==> src/integer_literal_parser_defines.svh <==
// Assertion macros for the integer literal parser RTL.
// Included by the modules that carry concurrent assertions; no other dependencies.
`ifndef INTEGER_LITERAL_PARSER_DEFINES_SVH
`define INTEGER_LITERAL_PARSER_DEFINES_SVH

`ifndef ASSERT_OFF
// Check a property on every rising edge outside reset.
`define ILP_ASSERT(lbl, clk, rst_n, prop, msg) \
  lbl: assert property (@(posedge clk) disable iff (!rst_n) (prop)) else $error(msg);
// Check that a condition never holds outside reset.
`define ILP_ASSERT_NEVER(lbl, clk, rst_n, cond, msg) \
  `ILP_ASSERT(lbl, clk, rst_n, !(cond), msg)
`else
`define ILP_ASSERT(lbl, clk, rst_n, prop, msg)
`define ILP_ASSERT_NEVER(lbl, clk, rst_n, cond, msg)
`endif

`endif

==> src/ilp_pkg.sv <==
// Shared types, constants and the digit decoder of the integer literal parser.
// No dependencies.
package ilp_pkg;

  // Radix mode register codes
  typedef enum logic [1:0] {
    RADIX_BIN = 2'd0,
    RADIX_DEC = 2'd1,
    RADIX_HEX = 2'd2
  } ilp_radix_t;

  // Configuration register index (word address)
  localparam logic REG_RADIX_MODE = 1'b0;

  // Character codes
  localparam logic [7:0] CH_ZERO  = 8'h30;
  localparam logic [7:0] CH_ONE   = 8'h31;
  localparam logic [7:0] CH_NINE  = 8'h39;
  localparam logic [7:0] CH_LA    = 8'h61;
  localparam logic [7:0] CH_LF    = 8'h66;
  localparam logic [7:0] CH_UA    = 8'h41;
  localparam logic [7:0] CH_UF    = 8'h46;
  localparam logic [7:0] CH_LB    = 8'h62;
  localparam logic [7:0] CH_LX    = 8'h78;
  localparam logic [7:0] CH_UNDER = 8'h5f;
  localparam logic [7:0] CH_MINUS = 8'h2d;
  localparam logic [7:0] CH_PLUS  = 8'h2b;

  // Largest negative magnitude, 2^63
  localparam logic [63:0] LIM63 = 64'h8000_0000_0000_0000;

  // Input request
  typedef struct packed {
    logic [7:0] char_code;
    logic       last_char;
  } ilp_in_t;

  // Result
  typedef struct packed {
    logic              status;
    logic signed [63:0] value;
    logic              overflowed;
  } ilp_out_t;

  // Command from the classifier to the accumulator
  typedef struct packed {
    logic       digit_en;
    logic [3:0] digit;
    logic       last;
    logic       bad;
    logic       neg;
  } ilp_cmd_t;

  typedef struct packed {
    logic       valid;
    logic [3:0] val;
  } ilp_digit_t;

  // Decode one character as a digit of the selected radix
  function automatic ilp_digit_t digit_of(input logic [1:0] mode, input logic [7:0] c);
    ilp_digit_t d;
    d.valid = 1'b0;
    d.val   = 4'd0;
    case (mode)
      RADIX_BIN: begin
        if (c == CH_ZERO || c == CH_ONE) begin
          d.valid = 1'b1;
          d.val   = 4'(c - CH_ZERO);
        end
      end
      RADIX_DEC: begin
        if (c inside {[CH_ZERO:CH_NINE]}) begin
          d.valid = 1'b1;
          d.val   = 4'(c - CH_ZERO);
        end
      end
      RADIX_HEX: begin
        if (c inside {[CH_ZERO:CH_NINE]}) begin
          d.valid = 1'b1;
          d.val   = 4'(c - CH_ZERO);
        end else if (c inside {[CH_LA:CH_LF]}) begin
          d.valid = 1'b1;
          d.val   = 4'(c - CH_LA + 8'd10);
        end else if (c inside {[CH_UA:CH_UF]}) begin
          d.valid = 1'b1;
          d.val   = 4'(c - CH_UA + 8'd10);
        end
      end
      default: begin
        d.valid = 1'b0;
      end
    endcase
    return d;
  endfunction

endpackage

==> src/integer_literal_parser.sv <==
// Top level of the integer literal parser: configuration register, classifier,
// command queue, accumulator and result queue. Depends on ilp_pkg and the
// ilp_front, ilp_back and ilp_fifo modules.
//
// The parser takes one character per clock cycle while the command queue is not
// full, with no gaps between literals, and gives one result per literal after its
// final character. A character goes through the classifier in the cycle it is
// accepted, is registered in the command queue, and is folded into the magnitude by
// the accumulator (one shift-add per digit); a final character then passes through
// the accumulator's finished-result registers into the result queue, and the result
// becomes visible once the result queue holds it. The accumulator's single 64-bit
// multiply-by-radix-and-add sets the cycle time. The command and result queues
// decouple input and output stalls; their depths are set by CMD_QUEUE_DEPTH and
// RESULT_QUEUE_DEPTH. Register 0 at byte address 0 holds radix_mode (0 binary, 1
// decimal, 2 hex; reset 1); write it only while no literal is in flight.
module integer_literal_parser
  import ilp_pkg::*;
#(
  parameter int CMD_QUEUE_DEPTH    = 2,
  parameter int RESULT_QUEUE_DEPTH = 2
) (
  input  logic        clk,
  input  logic        rst_n,
  // Input queue side
  input  logic        push,
  input  ilp_in_t     in_data,
  output logic        full,
  // Result queue side
  output logic        empty,
  input  logic        pop,
  output ilp_out_t    out_data,
  // Configuration port
  input  logic        psel,
  input  logic        penable,
  input  logic        pwrite,
  input  logic [2:0]  paddr,
  input  logic [31:0] pwdata,
  output logic [31:0] prdata,
  output logic        pready
);

  logic [1:0] radix_mode_r;
  logic       cfg_wr;
  logic       cmd_push, cmd_full, cmd_empty, cmd_pop;
  ilp_cmd_t   cmd_wdata, cmd_rdata;
  logic       res_push, res_full;
  ilp_out_t   res_wdata;

  // Configuration register
  assign pready = 1'b1;
  assign cfg_wr = psel && penable && pwrite && (paddr[2] == REG_RADIX_MODE);

  always_ff @(posedge clk) begin
    if (!rst_n) begin
      radix_mode_r <= RADIX_DEC;
    end else if (cfg_wr) begin
      radix_mode_r <= pwdata[1:0];
    end
  end

  assign prdata = (paddr[2] == REG_RADIX_MODE) ? {30'b0, radix_mode_r} : 32'b0;

  ilp_front u_front (
    .clk        (clk),
    .rst_n      (rst_n),
    .radix_mode (radix_mode_r),
    .in_push    (push),
    .in_data    (in_data),
    .in_full    (full),
    .cmd_push   (cmd_push),
    .cmd_data   (cmd_wdata),
    .cmd_full   (cmd_full)
  );

  ilp_fifo #(
    .WIDTH ($bits(ilp_cmd_t)),
    .DEPTH (CMD_QUEUE_DEPTH)
  ) u_cmd_q (
    .clk   (clk),
    .rst_n (rst_n),
    .push  (cmd_push),
    .wdata (cmd_wdata),
    .full  (cmd_full),
    .pop   (cmd_pop),
    .rdata (cmd_rdata),
    .empty (cmd_empty)
  );

  ilp_back u_back (
    .clk        (clk),
    .rst_n      (rst_n),
    .radix_mode (radix_mode_r),
    .cmd_empty  (cmd_empty),
    .cmd_data   (cmd_rdata),
    .cmd_pop    (cmd_pop),
    .res_push   (res_push),
    .res_data   (res_wdata),
    .res_full   (res_full)
  );

  ilp_fifo #(
    .WIDTH ($bits(ilp_out_t)),
    .DEPTH (RESULT_QUEUE_DEPTH)
  ) u_res_q (
    .clk   (clk),
    .rst_n (rst_n),
    .push  (res_push),
    .wdata (res_wdata),
    .full  (res_full),
    .pop   (pop),
    .rdata (out_data),
    .empty (empty)
  );

endmodule

==> src/ilp_fifo.sv <==
// Small register-based queue used between the parser stages and at the output.
// Depends on nothing but the payload width given by the instantiating module.
module ilp_fifo #(
  parameter int WIDTH = 8,
  parameter int DEPTH = 2
) (
  input  logic             clk,
  input  logic             rst_n,
  input  logic             push,
  input  logic [WIDTH-1:0] wdata,
  output logic             full,
  input  logic             pop,
  output logic [WIDTH-1:0] rdata,
  output logic             empty
);

  localparam int PTR_W = (DEPTH > 1) ? $clog2(DEPTH) : 1;
  localparam int CNT_W = $clog2(DEPTH + 1);

  logic [WIDTH-1:0] mem_r [DEPTH];
  logic [PTR_W-1:0] wr_ptr_r, wr_ptr_nxt;
  logic [PTR_W-1:0] rd_ptr_r, rd_ptr_nxt;
  logic [CNT_W-1:0] count_r, count_nxt;
  logic             do_push, do_pop;

  assign full    = (count_r == CNT_W'(DEPTH));
  assign empty   = (count_r == '0);
  assign do_push = push && !full;
  assign do_pop  = pop && !empty;
  assign rdata   = mem_r[rd_ptr_r];

  // Advance pointers with wrap at the depth
  always_comb begin
    wr_ptr_nxt = wr_ptr_r;
    rd_ptr_nxt = rd_ptr_r;
    count_nxt  = count_r;
    if (do_push) begin
      wr_ptr_nxt = (wr_ptr_r == PTR_W'(DEPTH - 1)) ? '0 : wr_ptr_r + 1'b1;
    end
    if (do_pop) begin
      rd_ptr_nxt = (rd_ptr_r == PTR_W'(DEPTH - 1)) ? '0 : rd_ptr_r + 1'b1;
    end
    if (do_push && !do_pop) begin
      count_nxt = count_r + 1'b1;
    end else if (do_pop && !do_push) begin
      count_nxt = count_r - 1'b1;
    end
  end

  always_ff @(posedge clk) begin
    if (!rst_n) begin
      wr_ptr_r <= '0;
      rd_ptr_r <= '0;
      count_r  <= '0;
    end else begin
      wr_ptr_r <= wr_ptr_nxt;
      rd_ptr_r <= rd_ptr_nxt;
      count_r  <= count_nxt;
    end
  end

  // Store the entry
  always_ff @(posedge clk) begin
    if (do_push) begin
      mem_r[wr_ptr_r] <= wdata;
    end
  end

endmodule

==> src/ilp_front.sv <==
// Classifier: tracks sign, prefix and validity of the literal and emits one
// command per character. Depends on ilp_pkg.
`include "integer_literal_parser_defines.svh"

module ilp_front
  import ilp_pkg::*;
(
  input  logic       clk,
  input  logic       rst_n,
  input  logic [1:0] radix_mode,
  input  logic       in_push,
  input  ilp_in_t    in_data,
  output logic       in_full,
  output logic       cmd_push,
  output ilp_cmd_t   cmd_data,
  input  logic       cmd_full
);

  typedef enum logic [2:0] {
    POS_START = 3'b001,
    POS_SIGN  = 3'b010,
    POS_BODY  = 3'b100
  } ilp_pos_t;

  ilp_pos_t   pos_r, pos_nxt;
  logic       neg_r, neg_nxt;
  logic       seen_r, seen_nxt;
  logic       lz_r, lz_nxt;
  logic       bad_r, bad_nxt;
  logic       accept;
  logic [7:0] c;
  logic       is_sign, is_prefix, prefix_mode;
  ilp_digit_t dig;

  assign in_full     = cmd_full;
  assign accept      = in_push && !cmd_full;
  assign cmd_push    = accept;
  assign c           = in_data.char_code;
  assign dig         = digit_of(radix_mode, c);
  assign prefix_mode = (radix_mode == RADIX_BIN) || (radix_mode == RADIX_HEX);
  assign is_sign     = (pos_r == POS_START) && (c == CH_MINUS || c == CH_PLUS);
  assign is_prefix   = lz_r && (((radix_mode == RADIX_BIN) && (c == CH_LB)) ||
                                ((radix_mode == RADIX_HEX) && (c == CH_LX)));

  // Classify the character and update the literal state
  always_comb begin
    pos_nxt           = pos_r;
    neg_nxt           = neg_r;
    seen_nxt          = seen_r;
    lz_nxt            = lz_r;
    bad_nxt           = bad_r;
    cmd_data.digit_en = 1'b0;
    cmd_data.digit    = dig.val;
    if (!bad_r) begin
      if (is_sign) begin
        neg_nxt = (c == CH_MINUS);
        pos_nxt = POS_SIGN;
      end else if (is_prefix) begin
        seen_nxt = 1'b0;
        lz_nxt   = 1'b0;
        pos_nxt  = POS_BODY;
      end else begin
        lz_nxt  = (pos_r != POS_BODY) && (c == CH_ZERO) && prefix_mode;
        pos_nxt = POS_BODY;
        if (dig.valid) begin
          seen_nxt          = 1'b1;
          cmd_data.digit_en = 1'b1;
        end else if (c != CH_UNDER) begin
          bad_nxt = 1'b1;
        end
      end
    end
    cmd_data.last = in_data.last_char;
    cmd_data.bad  = bad_nxt || !seen_nxt;
    cmd_data.neg  = neg_nxt;
  end

  // Hold state between characters; clear after the final one
  always_ff @(posedge clk) begin
    if (!rst_n) begin
      pos_r  <= POS_START;
      neg_r  <= 1'b0;
      seen_r <= 1'b0;
      lz_r   <= 1'b0;
      bad_r  <= 1'b0;
    end else if (accept) begin
      if (in_data.last_char) begin
        pos_r  <= POS_START;
        neg_r  <= 1'b0;
        seen_r <= 1'b0;
        lz_r   <= 1'b0;
        bad_r  <= 1'b0;
      end else begin
        pos_r  <= pos_nxt;
        neg_r  <= neg_nxt;
        seen_r <= seen_nxt;
        lz_r   <= lz_nxt;
        bad_r  <= bad_nxt;
      end
    end
  end

  `ILP_ASSERT_NEVER(a_no_digit_after_bad, clk, rst_n, cmd_push && bad_r && cmd_data.digit_en, "digit command after malformed char")
  `ILP_ASSERT(a_prefix_opens_body, clk, rst_n, (accept && !in_data.last_char && !bad_r && is_prefix) |=> (pos_r == POS_BODY && !seen_r), "prefix did not open body")

endmodule

==> src/ilp_back.sv <==
// Accumulator: folds digits into the 64-bit magnitude, tracks overflow and
// forms the signed result. Depends on ilp_pkg.
`include "integer_literal_parser_defines.svh"

module ilp_back
  import ilp_pkg::*;
(
  input  logic       clk,
  input  logic       rst_n,
  input  logic [1:0] radix_mode,
  input  logic       cmd_empty,
  input  ilp_cmd_t   cmd_data,
  output logic       cmd_pop,
  output logic       res_push,
  output ilp_out_t   res_data,
  input  logic       res_full
);

  logic [63:0] mag_r, mag_nxt;
  logic        ovf_r, ovf_nxt;
  logic        fin_valid_r;
  logic        fin_bad_r;
  logic        fin_neg_r;
  logic        fin_ovf_r;
  logic [63:0] fin_mag_r;
  logic        fin_ready, fire;
  logic [67:0] mag_ext, prod, sum;

  assign fin_ready = !fin_valid_r || !res_full;
  assign fire      = !cmd_empty && (!cmd_data.last || fin_ready);
  assign cmd_pop   = fire;
  assign res_push  = fin_valid_r && !res_full;

  // Multiply by the radix with shifts and add the digit
  assign mag_ext = {4'b0, mag_r};
  always_comb begin
    case (radix_mode)
      RADIX_BIN: prod = mag_ext << 1;
      RADIX_DEC: prod = (mag_ext << 3) + (mag_ext << 1);
      default:   prod = mag_ext << 4;
    endcase
    sum = prod + {64'b0, cmd_data.digit};
    if (cmd_data.digit_en) begin
      mag_nxt = sum[63:0];
      ovf_nxt = ovf_r || (sum > {4'b0, LIM63});
    end else begin
      mag_nxt = mag_r;
      ovf_nxt = ovf_r;
    end
  end

  // Advance the accumulator; clear at the end of a literal
  always_ff @(posedge clk) begin
    if (!rst_n) begin
      mag_r <= '0;
      ovf_r <= 1'b0;
    end else if (fire) begin
      if (cmd_data.last) begin
        mag_r <= '0;
        ovf_r <= 1'b0;
      end else begin
        mag_r <= mag_nxt;
        ovf_r <= ovf_nxt;
      end
    end
  end

  // Hold the finished literal until the output queue takes it
  always_ff @(posedge clk) begin
    if (!rst_n) begin
      fin_valid_r <= 1'b0;
    end else if (fire && cmd_data.last) begin
      fin_valid_r <= 1'b1;
    end else if (res_push) begin
      fin_valid_r <= 1'b0;
    end
  end

  always_ff @(posedge clk) begin
    if (fire && cmd_data.last) begin
      fin_bad_r <= cmd_data.bad;
      fin_neg_r <= cmd_data.neg;
      fin_mag_r <= mag_nxt;
      fin_ovf_r <= ovf_nxt || (!cmd_data.neg && (mag_nxt == LIM63));
    end
  end

  // Apply the sign; a malformed literal gives a zero value and no overflow flag
  always_comb begin
    res_data.status = fin_bad_r;
    if (fin_bad_r) begin
      res_data.value      = '0;
      res_data.overflowed = 1'b0;
    end else begin
      res_data.value      = fin_neg_r ? -fin_mag_r : fin_mag_r;
      res_data.overflowed = fin_ovf_r;
    end
  end

  `ILP_ASSERT(a_fin_holds, clk, rst_n, (fin_valid_r && res_full) |=> (fin_valid_r && $stable(fin_mag_r) && $stable(fin_bad_r)), "finished result changed while stalled")
  `ILP_ASSERT(a_acc_cleared, clk, rst_n, (fire && cmd_data.last) |=> (mag_r == '0 && !ovf_r), "accumulator not cleared after literal")

endmodule
==> config.mk <==
export PLATFORM = sky130hd
export DESIGN_NAME = integer_literal_parser
export DESIGN_NICKNAME = d
export VERILOG_FILES = /design/src/ilp_pkg.sv /design/src/integer_literal_parser.sv /design/src/ilp_fifo.sv /design/src/ilp_front.sv /design/src/ilp_back.sv
export VERILOG_INCLUDE_DIRS = /design/src /design/src/src
export SDC_FILE = /design/constraint.sdc
export NUM_CORES = 1
export LEC_CHECK = 0
export BUFFER_PORTS_ARGS = -buffer_cell sky130_fd_sc_hd__buf_2
export CAP_MARGIN = 30
export CORE_ASPECT_RATIO = 1.2
export CORE_UTILIZATION = 40
export DETAILED_ROUTE_END_ITERATION = 16
export PLACE_DENSITY = 0.53
export SKIP_CTS_REPAIR_TIMING = 1
export SLEW_MARGIN = 40
export SYNTH_ARGS = -nofsm -noshare
export SYNTH_HDL_FRONTEND = slang
export SYNTH_HIERARCHICAL = 1
export SYNTH_SLANG_ARGS = --single-unit
==> constraint.sdc <==
create_clock -name clk -period 8.3 [get_ports clk]
set_input_delay 1.66 -clock clk [delete_from_list [all_inputs] [get_ports clk]]
set_output_delay 1.66 -clock clk [all_outputs]
set_load 0.005 [all_outputs]
# Word-level counts from Yosys, hierarchy flattened
# Memories as Yosys holds them, arrays and structs flattened. A register that Yosys moved wholly into a read port is not among the register bits.
# Index checks and enable logic that the tools add are counted.
word_totals:
  ff_bits: 150
  ram_bits: 148
  input_bits: 51
  output_inout_bits: 101
  mem_count: 2
classes:
  addsub: 16
  n_lt_le_gt_ge: 7
  n_eq_ne: 16
  mux: 58
  n_bitwise: 1
  reduce_logical: 54
memory_table:
  columns: ["name", "words", "word_bits", "read_ports", "rd_clocked_by_memory_dff", "wr", "line", "text"]
  rows:
  - ["u_res_q.mem_r", 2, 66, 1, 1, 1, "ilp_fifo.sv:20", "logic [WIDTH-1:0] mem_r [DEPTH];"]
  - ["u_cmd_q.mem_r", 2, 8, 1, 1, 1, "ilp_fifo.sv:20", null]
ops:
  columns: ["operator", "n"]
  rows:
  - ["64-bit 2-to-1 mux", 3]
  - ["68-bit one-hot mux with 2 select lines", 1]
  - ["67-bit by 65-bit adder with 68-bit output", 1]
  - ["68-bit by 4-bit adder with 68-bit output", 1]
  - ["68-bit by 64-bit greater-than comparator with 1-bit output (second input constant)", 1]
  - ["65-bit 2-to-1 mux", 1]
  - ["64-bit equality test (second input constant)", 1]
  - ["64-bit negation", 1]
  - ["1-bit 2-to-1 mux", 38]
  - ["8-bit by 6-bit equality test with 1-bit output (second input constant)", 4]
  - ["1-bit logical AND", 25]
  - ["5-bit 2-to-1 mux", 5]
  - ["8-bit by 7-bit equality test with 1-bit output (second input constant)", 2]
  - ["8-bit by 7-bit greater-or-equal comparator with 1-bit output (second input constant)", 2]
  - ["8-bit by 7-bit <= comparator with 1-bit output (second input constant)", 2]
  - ["1-bit zero test", 12]
  - ["4-bit one-hot mux with 3 select lines", 1]
  - ["4-bit by 1-bit subtractor with 4-bit output (second input constant)", 3]
  - ["2-bit 2-to-1 mux", 5]
  - ["1-bit logical OR", 9]
  - ["3-bit 2-to-1 mux", 3]
  - ["4-bit adder (second input constant)", 2]
  - ["8-bit by 6-bit greater-or-equal comparator with 1-bit output (second input constant)", 1]
  - ["8-bit by 6-bit <= comparator with 1-bit output (second input constant)", 1]
  - ["other kinds (15)", 27]

# Longest topological paths before layout
# Gate-level depths: netlist of the first run.
logic_depth:
  ltp_word: 12
  mapped_depth: 30
  depth_no_buf: 20

# By module
# Netlist of the first run, hierarchy kept.
by_module_without_submodules:
  columns: ["mod", "instances", "cells_each", "area_per_inst_um2", "seq_area_each_um2"]
  rows:
  - ["ilp_back", 1, 2109, 15552.4, 3333.2]
  - ["ilp_fifo at u_res_q", 1, 230, 5003.5, 4063.9]
  - ["ilp_fifo at u_cmd_q", 1, 50, 809.5, 580.6]
  - ["ilp_front", 1, 106, 782.0, 140.1]
  - ["integer_literal_parser", 1, 44, 351.6, 40.0]

# Worst setup path before layout of the first run
# Ideal clock, no wire load.
synth_path:
  path_type: "register -> register"
  start: "register radix_mode_r[1]"
  end: "register u_back.fin_ovf_r, data pin"
  arrival_ns: 6.745
  required_ns: 8.028
  slack_ns: 1.283
  path_stages_with_launch: 30
  synth_period_minus_slack_ns: 7.017
  cell_sequence: "dfxtp_1 -> buf_2 -> buf_2 -> buf_2 -> buf_2 -> buf_2 -> buf_2 -> clkbuf_1 -> clkbuf_1 -> clkbuf_1 -> buf_1 -> nor2_1 -> ha_1 -> a21o_1 -> o211ai_1 -> a21o_1 -> nor2_1 -> nand2_1 -> nor3_1 -> nand2_1 -> or4_4 -> or3_1 -> buf_2 -> or4_4 -> or3_1 -> nand3b_1 -> a211oi_1 -> a31oi_1 -> o41ai_2 -> o31ai_1"
synth_via:
  elab_chain_len: 7
synth_lines:
  columns: ["element", "line", "text"]
  rows:
  - ["start, declared", "integer_literal_parser.sv:42", "logic [1:0] radix_mode_r;"]
  - ["start signal, assigned", "integer_literal_parser.sv:57", "radix_mode_r <= pwdata[1:0];"]
  - ["2-bit by 1-bit equality test with 1-bit output or 2-bit zero test (tied branches)", "ilp_back.sv:37", "case (radix_mode)"]
  - ["68-bit one-hot mux with 2 select lines *", "ilp_back.sv:37", null]
  - ["68-bit by 4-bit adder with 68-bit output *", "ilp_back.sv:42", "sum = prod + {64'b0, cmd_data.digit};"]
  - ["68-bit by 64-bit greater-than comparator with 1-bit output or 64-bit 2-to-1 mux (tied branches)", "ilp_back.sv:45, ilp_back.sv:43", null]
  - ["1-bit logical OR or 64-bit equality test (tied branches)", "ilp_back.sv:45, ilp_back.sv:84", null]
  - ["1-bit 2-to-1 mux or 1-bit logical AND (tied branches)", "ilp_back.sv:43, ilp_back.sv:84", null]
  - ["1-bit logical OR *", "ilp_back.sv:84", "fin_ovf_r <= ovf_nxt || (!cmd_data.neg && (mag_nxt == LIM63));"]
  - ["end signal, assigned", "ilp_back.sv:84", null]
  - ["end, declared", "ilp_back.sv:24", "logic fin_ovf_r;"]
# Mark *: on every way between the ends. The rest lies on a longest branch, timed or not.
# A chain may end at the register's enable or synchronous reset.

# Final worst setup path of the first run
layout_path:
  start: "register u_back.mag_r[0]"
  end: "register u_back.fin_ovf_r, data pin"
layout_via:
  elab_chain_len: 7
layout_lines:
  columns: ["element", "line", "text"]
  rows:
  - ["start, declared", "ilp_back.sv:19", "logic [63:0] mag_r, mag_nxt;"]
  - ["start signal, assigned", "ilp_back.sv:62", "mag_r <= mag_nxt;"]
  - ["67-bit by 65-bit adder with 68-bit output", "ilp_back.sv:39", "RADIX_DEC: prod = (mag_ext << 3) + (mag_ext << 1);"]
  - ["68-bit one-hot mux with 2 select lines", "ilp_back.sv:37", null]
  - ["68-bit by 4-bit adder with 68-bit output", "ilp_back.sv:42", null]
  - ["68-bit by 64-bit greater-than comparator with 1-bit output or 64-bit 2-to-1 mux (tied branches)", "ilp_back.sv:45, ilp_back.sv:43", null]
  - ["1-bit logical OR or 64-bit equality test (tied branches)", "ilp_back.sv:45, ilp_back.sv:84", null]
  - ["1-bit 2-to-1 mux or 1-bit logical AND (tied branches)", "ilp_back.sv:43, ilp_back.sv:84", null]
  - ["1-bit logical OR *", "ilp_back.sv:84", null]
# Marks and branches as above.

==> results of run 1 <==
==> synth_stat cells (67+ instances only) <==
master    instances  area share, %
nor2_1          229            3.8
edfxtp_1        215             29
nand2_1         193            3.2
a21oi_1         164            3.6
o21ai_0         143            3.2
clkbuf_1        100            1.7
xor2_1           90            3.5
dfxtp_1          85            7.6
nor2b_1          80            2.2
nor3_1           79            1.8
ha_1             73            4.1
a22oi_1          67            2.2
==> critical path, cell delays in order, from the launching register on <==
cell	delay [ns]
dfxtp_1	0.36
ha_1	0.27
fa_1	0.43
a211oi_2	0.48
o21ai_2	0.26
nand4_1	0.26
nand3_1	0.27
a31oi_1	0.57
o211a_1	0.25
o2111ai_1	0.30
or4_1	0.85
or3_1	0.48
nor4_1	0.24
xnor2_1	0.19
nor4_1	0.51
and3_1	0.23
a31oi_1	0.10
o41ai_2	0.35
o31ai_1	0.14
==> per-stage QoR <==
stage / cell area (sq um) / setup WS, ns / hold WS [ns]
floorplan: 22610 / 1.283 / 0.4431
global placement: 23250 / 1.516 / 0.4667
detailed placement: 23280 / 1.461 / 0.4776
CTS: 24220 / 1.412 / 0.4870
global route: 24230 / 1.057 / 0.5401
finish: 24230 / 1.477 / 0.4789
==> area by class of cell <==
cell class,instances,share of cell area (%)
Clock buffer,40,3.207
Clock inverter,14,0.6559
Inverter,51,0.7902
Multi-Input combinational cell,2041,55.43
Sequential cell,300,33.70
Tap cell,720,3.719
Timing Repair Buffer,108,2.500
==> worst max-delay path by stage <==
stage                            end  cells past startpoint  slack, ns
floorplan           u_back/fin_ovf_r                     29       1.28
global placement    u_back/fin_ovf_r                     17       1.52
detailed placement  u_back/fin_ovf_r                     17       1.46
CTS                 u_back/fin_ovf_r                     17       1.41
global route        u_back/fin_ovf_r                     18       1.06
finish              u_back/fin_ovf_r                     18       1.48
==> routing by layer <==
metal	share of wire [%]	GRT usage [%]	wire length (um)
met3	5.6	1.759	3762
met5	0	0	0
met4	2.0	5.614	1383
met2	45	36.88	30080
met1	48	33.76	32250
==> power groups by stage <==
stage / Combinational, mW / Clock, mW / Sequential [mW]
after CTS: 2.39 / 1.35 / 2.25
after global routing: 2.65 / 1.40 / 2.29
final: 2.39 / 1.31 / 2.26
after global placement: 2.35 / 0 / 2.28
after floorplan: 1.78 / 0 / 2.19
after detailed placement: 2.37 / 0 / 2.29
==> kinds of logic after synthesis <==
family                     Yosys count  share of synthesized area, %
and+or+nand+nor                    978                         22.61
AOI/OAI and AO/OA                  699                         20.92
DFF                                300                         36.26
buffers and inverters              227                         4.766
xor gates and xnor gates           144                         5.606
muxes                              114                         5.572
adders and majority gates           75                         4.238
other                                2                       0.03338
==> state kept, by name (all words and copies together), names as in the netlist, 2 cells and up, named ones only <==
register          flops
u_back/mag_r         64
u_cmd_q/mem_r        16
u_cmd_q/count_r       2
u_res_q/mem_r       132
radix_mode_r          2
u_back/fin_mag_r     64
u_front/pos_r         3
u_res_q/count_r       2
==> impl_metrics.env, run 1 <==
export IMPL_final_util_pct=43.92
export IMPL_fill_cells=5441
export IMPL_synth_area_sq_um=22500
export IMPL_die_y_um=261.8
export IMPL_via_per_inst=5.992
export IMPL_clk_pin_slew_ns=0.06
export IMPL_clkLatencyLatePin_ns=0.56
export IMPL_intPower_mw=3.628
export IMPL_r2r_slack_ns=1.48
export IMPL_cts_buffer_depth=3
export IMPL_routed_wl_um=67480
export IMPL_min_from="u_front/lz_r"
export IMPL_route_vias_total=19620
export IMPL_cp_max_fo=11
export IMPL_slew_violations=0
export IMPL_ioPinCount=152
export IMPL_yosys_warnings=6
export IMPL_critical_path_class="flip-flop to flip-flop"
export IMPL_cts_sinks=300
export IMPL_synth_cells=2539
export IMPL_power_switching_share_pct=39.06
export IMPL_status="finished, final reports clean"
export IMPL_ant_nets=0
export IMPL_rsz0062_at_grt="no"
export IMPL_r2r_start="u_back/mag_r[0]"
export IMPL_switchingPower_mw=2.325
export IMPL_cts_htree_levels=1
export IMPL_worstPathRequired_ns=8.58
export IMPL_finalClockSkew_ns=0.01408
export IMPL_mostFrequentLayoutCell="nor2_1"
export IMPL_reg2regPathDepth=18
export IMPL_hold_viol=0
export IMPL_ys_flop_type="edfxtp_1"
export IMPL_finalNonFillerCells=3274
export IMPL_max_slew_worst_pin_slew_ns=0.8927
export IMPL_fp_row_count=94
export IMPL_worstSetupEndpointType="flip-flop"
export IMPL_cts_tree="built"
export IMPL_drc=0
export IMPL_ys_seq_area_share_pct=36.26
export IMPL_grt_usage_pct=23.12
export IMPL_die_w_um=218.5
export IMPL_gp_congestion=0.9277
export IMPL_comb_power_share_pct=40.1
export IMPL_drtIter0Drc=1605
export IMPL_crit_start="u_back/mag_r[0]"
export IMPL_cts_buffers=29
export IMPL_min_path_cells=2
export IMPL_min_to="u_front/lz_r"
export IMPL_ys_ff_latch=300
export IMPL_power_density_nw_per_um2=245.7
export IMPL_setup_tns_ns=0
export IMPL_maxSlewHeadroom_pct=39.94
export IMPL_fmax_mhz=146.6
export IMPL_finalCriticalPeriod_ns=6.823
export IMPL_nets=2657
export IMPL_drive_gt1_share_pct=10.92
export IMPL_synth_cell_types=103
export IMPL_arrival_ns=7.11
export IMPL_portBuffers=88
export IMPL_synth_edf_count=215
export IMPL_antenna_found_initial=0
export IMPL_clkPwrFrac_pct=22.0
export IMPL_place_inst=3220
export IMPL_grt_max_degree=88
export IMPL_p_seq_share_pct=38.0
export IMPL_period_share_pct=82.21
export IMPL_ir_worst_vdd_uv=149.9
export IMPL_start_kind="flip-flop"
export IMPL_core_sq_um=55160
export IMPL_cts_root_buf="clkbuf_16"
export IMPL_multi_input_area_sq_um=13430
export IMPL_seq_area_sq_um=8164
export IMPL_finalSetupViolCount=0
export IMPL_p_leak_nw=8.492
export IMPL_dieArea_sq_um=57200
export IMPL_syn_avg_cell_area_sq_um=8.861
export IMPL_drt_pass1_iter_count=5
export IMPL_hold_path_class="flip-flop to flip-flop"
export IMPL_drv_cap=0
export IMPL_routedWlPerCell_um=20.61
export IMPL_ys_async_sr_fraction_pct=0
export IMPL_power_mw=5.953
export IMPL_grt_pass1_wl_um=105100
export IMPL_initial_utilization_pct=40.79
export IMPL_syn_to_final_growth_pct=7.674
export IMPL_grt_overflow=0
export IMPL_worstReg2RegEnd="u_back/fin_ovf_r"
export IMPL_final_cell_mix="nor2_1, edfxtp_1, nand2_1, a21oi_1, o21ai_0"
export IMPL_post_dp_hpwl_um=50940
export IMPL_diodes=0
export IMPL_grt_pass1_vias=18510
(Power assumes the default switching activity.)
==> inputs of run 2 (changes only) <==
==> constraint.sdc (replaced) <==
create_clock -name clk -period 6.4 [get_ports clk]
set_input_delay 1.28 -clock clk [delete_from_list [all_inputs] [get_ports clk]]
set_output_delay 1.28 -clock clk [all_outputs]
set_load 0.005 [all_outputs]
==> impl_metrics.env, run 2 (same netlist as run 1, synthesis figures left out) <==
export IMPL_period_share_pct=96.66
export IMPL_critPathSlowestCell="or4b_4"
export IMPL_rsz0062_at_grt="no"
export IMPL_routedWlPerCell_um=20.59
export IMPL_hold_viol=0
export IMPL_final_cell_mix="nor2_1, edfxtp_1, nand2_1, a21oi_1, o21ai_0"
export IMPL_cts_htree_levels=1
export IMPL_largest_reg_flops=132
export IMPL_drive_gt1_share_pct=15.53
export IMPL_worst_path_dominant_cell_family="simple AND/OR/NAND/NOR gates"
export IMPL_grt_usage_pct=23.94
export IMPL_dp_slack_ns=0.2006
export IMPL_cts_tree="built"
export IMPL_r2r_slack_ns=0.21
export IMPL_setup_tns_ns=0
export IMPL_arrival_ns=6.48
export IMPL_p_leak_nw=9.077
export IMPL_drt_pass1_iter_count=5
export IMPL_worstSetupEndpointType="flip-flop"
export IMPL_gp_congestion=0.9599
export IMPL_maxSlewHeadroom_pct=46.78
export IMPL_diodes=0
export IMPL_clkLatencyLatePin_ns=0.58
export IMPL_nets=2767
export IMPL_via_per_inst=5.944
export IMPL_cp_max_fo=6
export IMPL_grt_pass1_wl_um=108600
export IMPL_fill_cells=5381
export IMPL_finalCriticalPeriod_ns=6.186
export IMPL_die_w_um=218.5
export IMPL_portBuffers=88
export IMPL_multi_input_area_sq_um=13510
export IMPL_cts_buffers=31
export IMPL_min_to="u_front/pos_r[0]"
export IMPL_worstReg2RegEnd="u_back/fin_ovf_r"
export IMPL_critical_path_class="flip-flop to flip-flop"
export IMPL_worstPathRequired_ns=6.69
export IMPL_seq_area_sq_um=8165
export IMPL_finalSetupViolCount=0
export IMPL_drv_cap=0
export IMPL_crit_start="u_back/mag_r[0]"
export IMPL_ir_worst_vdd_uv=206.2
export IMPL_grt_max_degree=88
export IMPL_core_sq_um=55160
export IMPL_status="finished, final reports clean"
export IMPL_fmax_mhz=161.6
export IMPL_critPathBufInv=0
export IMPL_r2r_start="u_back/mag_r[0]"
export IMPL_cts_root_buf="clkbuf_16"
export IMPL_drc=0
export IMPL_slowest_delay_ns=0.58
export IMPL_initial_utilization_pct=40.79
export IMPL_worstPathCellList="ha_1 > fa_2 > a211oi_4 > nor2_1 > nand4_1 > a211oi_2 > o211ai_1 > nand3_2 > or4b_4 > or4_4 > or3_1 > or4_4 > or3_1 > nand3b_1 > a211oi_2 > a31oi_1 > o41ai_2 > o31ai_1"
export IMPL_ant_nets=0
export IMPL_drtIter0Drc=1548
export IMPL_die_y_um=261.8
export IMPL_slew_violations=0
export IMPL_power_density_nw_per_um2=319.9
export IMPL_worst_slack_ns=0.2137
export IMPL_grt_pass1_vias=19200
export IMPL_regMostFlops="u_res_q/mem_r"
export IMPL_mostFrequentLayoutCell="nor2_1"
export IMPL_start_kind="flip-flop"
export IMPL_fp_row_count=94
export IMPL_cts_buffer_depth=3
export IMPL_min_path_cells=2
export IMPL_top_regs="u_res_q/mem_r (132), u_back/fin_mag_r (64), u_back/mag_r (64)"
export IMPL_ioPinCount=152
export IMPL_route_vias_total=20130
export IMPL_antenna_found_initial=1
export IMPL_syn_to_final_growth_pct=12.23
export IMPL_clk_pin_slew_ns=0.06
export IMPL_hold_path_class="flip-flop to flip-flop"
export IMPL_reg2regPathDepth=18
export IMPL_dieArea_sq_um=57200
export IMPL_grt_overflow=0
export IMPL_finalClockSkew_ns=0.02329
export IMPL_min_from="u_front/pos_r[0]"
export IMPL_cts_sinks=300
export IMPL_post_dp_hpwl_um=53340
export IMPL_max_slew_worst_pin_slew_ns=0.7953
export IMPL_routed_wl_um=69730
-- run 2: area by class of cell --
type                       count  area share, %
multi-input combinational   2041          53.50
clock buffer                  34          3.241
tap                          720          3.568
inverter                      51         0.7581
clock inverter                24         0.9762
sequential                   300          32.34
timing repair buffer         216          5.624
-- run 2: power breakdown --
| group | switching, mW | leakage, nW | total (mW) | internal, mW |
|---|---|---|---|---|
| combinational | 2.07 | 5.86 | 3.32 | 1.24 |
| sequential | 0.305 | 2.69 | 2.91 | 2.60 |
| clock | 0.794 | 0.522 | 1.85 | 1.06 |
| total | 3.17 | 9.08 | 8.08 | 4.91 |
-- run 2: per-layer routing --
layer	track usage, %	up-vias	wire length (um)
met4	7.246	0	1924
met1	35.20	9634	33560
met5	0	-	0
met3	1.782	91	3885
met2	37.27	643	30360
li1	-	9760	-
-- run 2: worst max path at each step --
stage	endpoint	slack, ns	depth (start not counted)
floorplan	u_back/fin_ovf_r	0.02	29
global placement	u_back/fin_ovf_r	0.26	18
detailed placement	u_back/fin_ovf_r	0.20	18
CTS	u_back/fin_ovf_r	0.15	18
global route	u_back/fin_ovf_r	0.007	18
finish	u_back/fin_ovf_r	0.21	18
-- run 2: per-stage QoR --
step | total power, mW | util [%] | hold WS, ns | area [sq um] | std cells
finish | 8.077 | 45.78 | 0.4776 | 25250 | 3386
global route | 8.603 | 45.78 | 0.4991 | 25250 | 3386
CTS | 8.094 | 45.55 | 0.4808 | 25130 | 3384
detailed placement | 6.211 | 43.62 | 0.4701 | 24060 | 3326
global placement | 6.169 | 43.60 | 0.4687 | 24050 | 3326
floorplan | 5.160 | - | 0.4431 | 22620 | 2568
-- run 2: tightest hold or removal path: stages (launching register included) --
cell     delay (ns)
dfxtp_1        0.32
o21ai_0        0.07
nand2_1        0.05
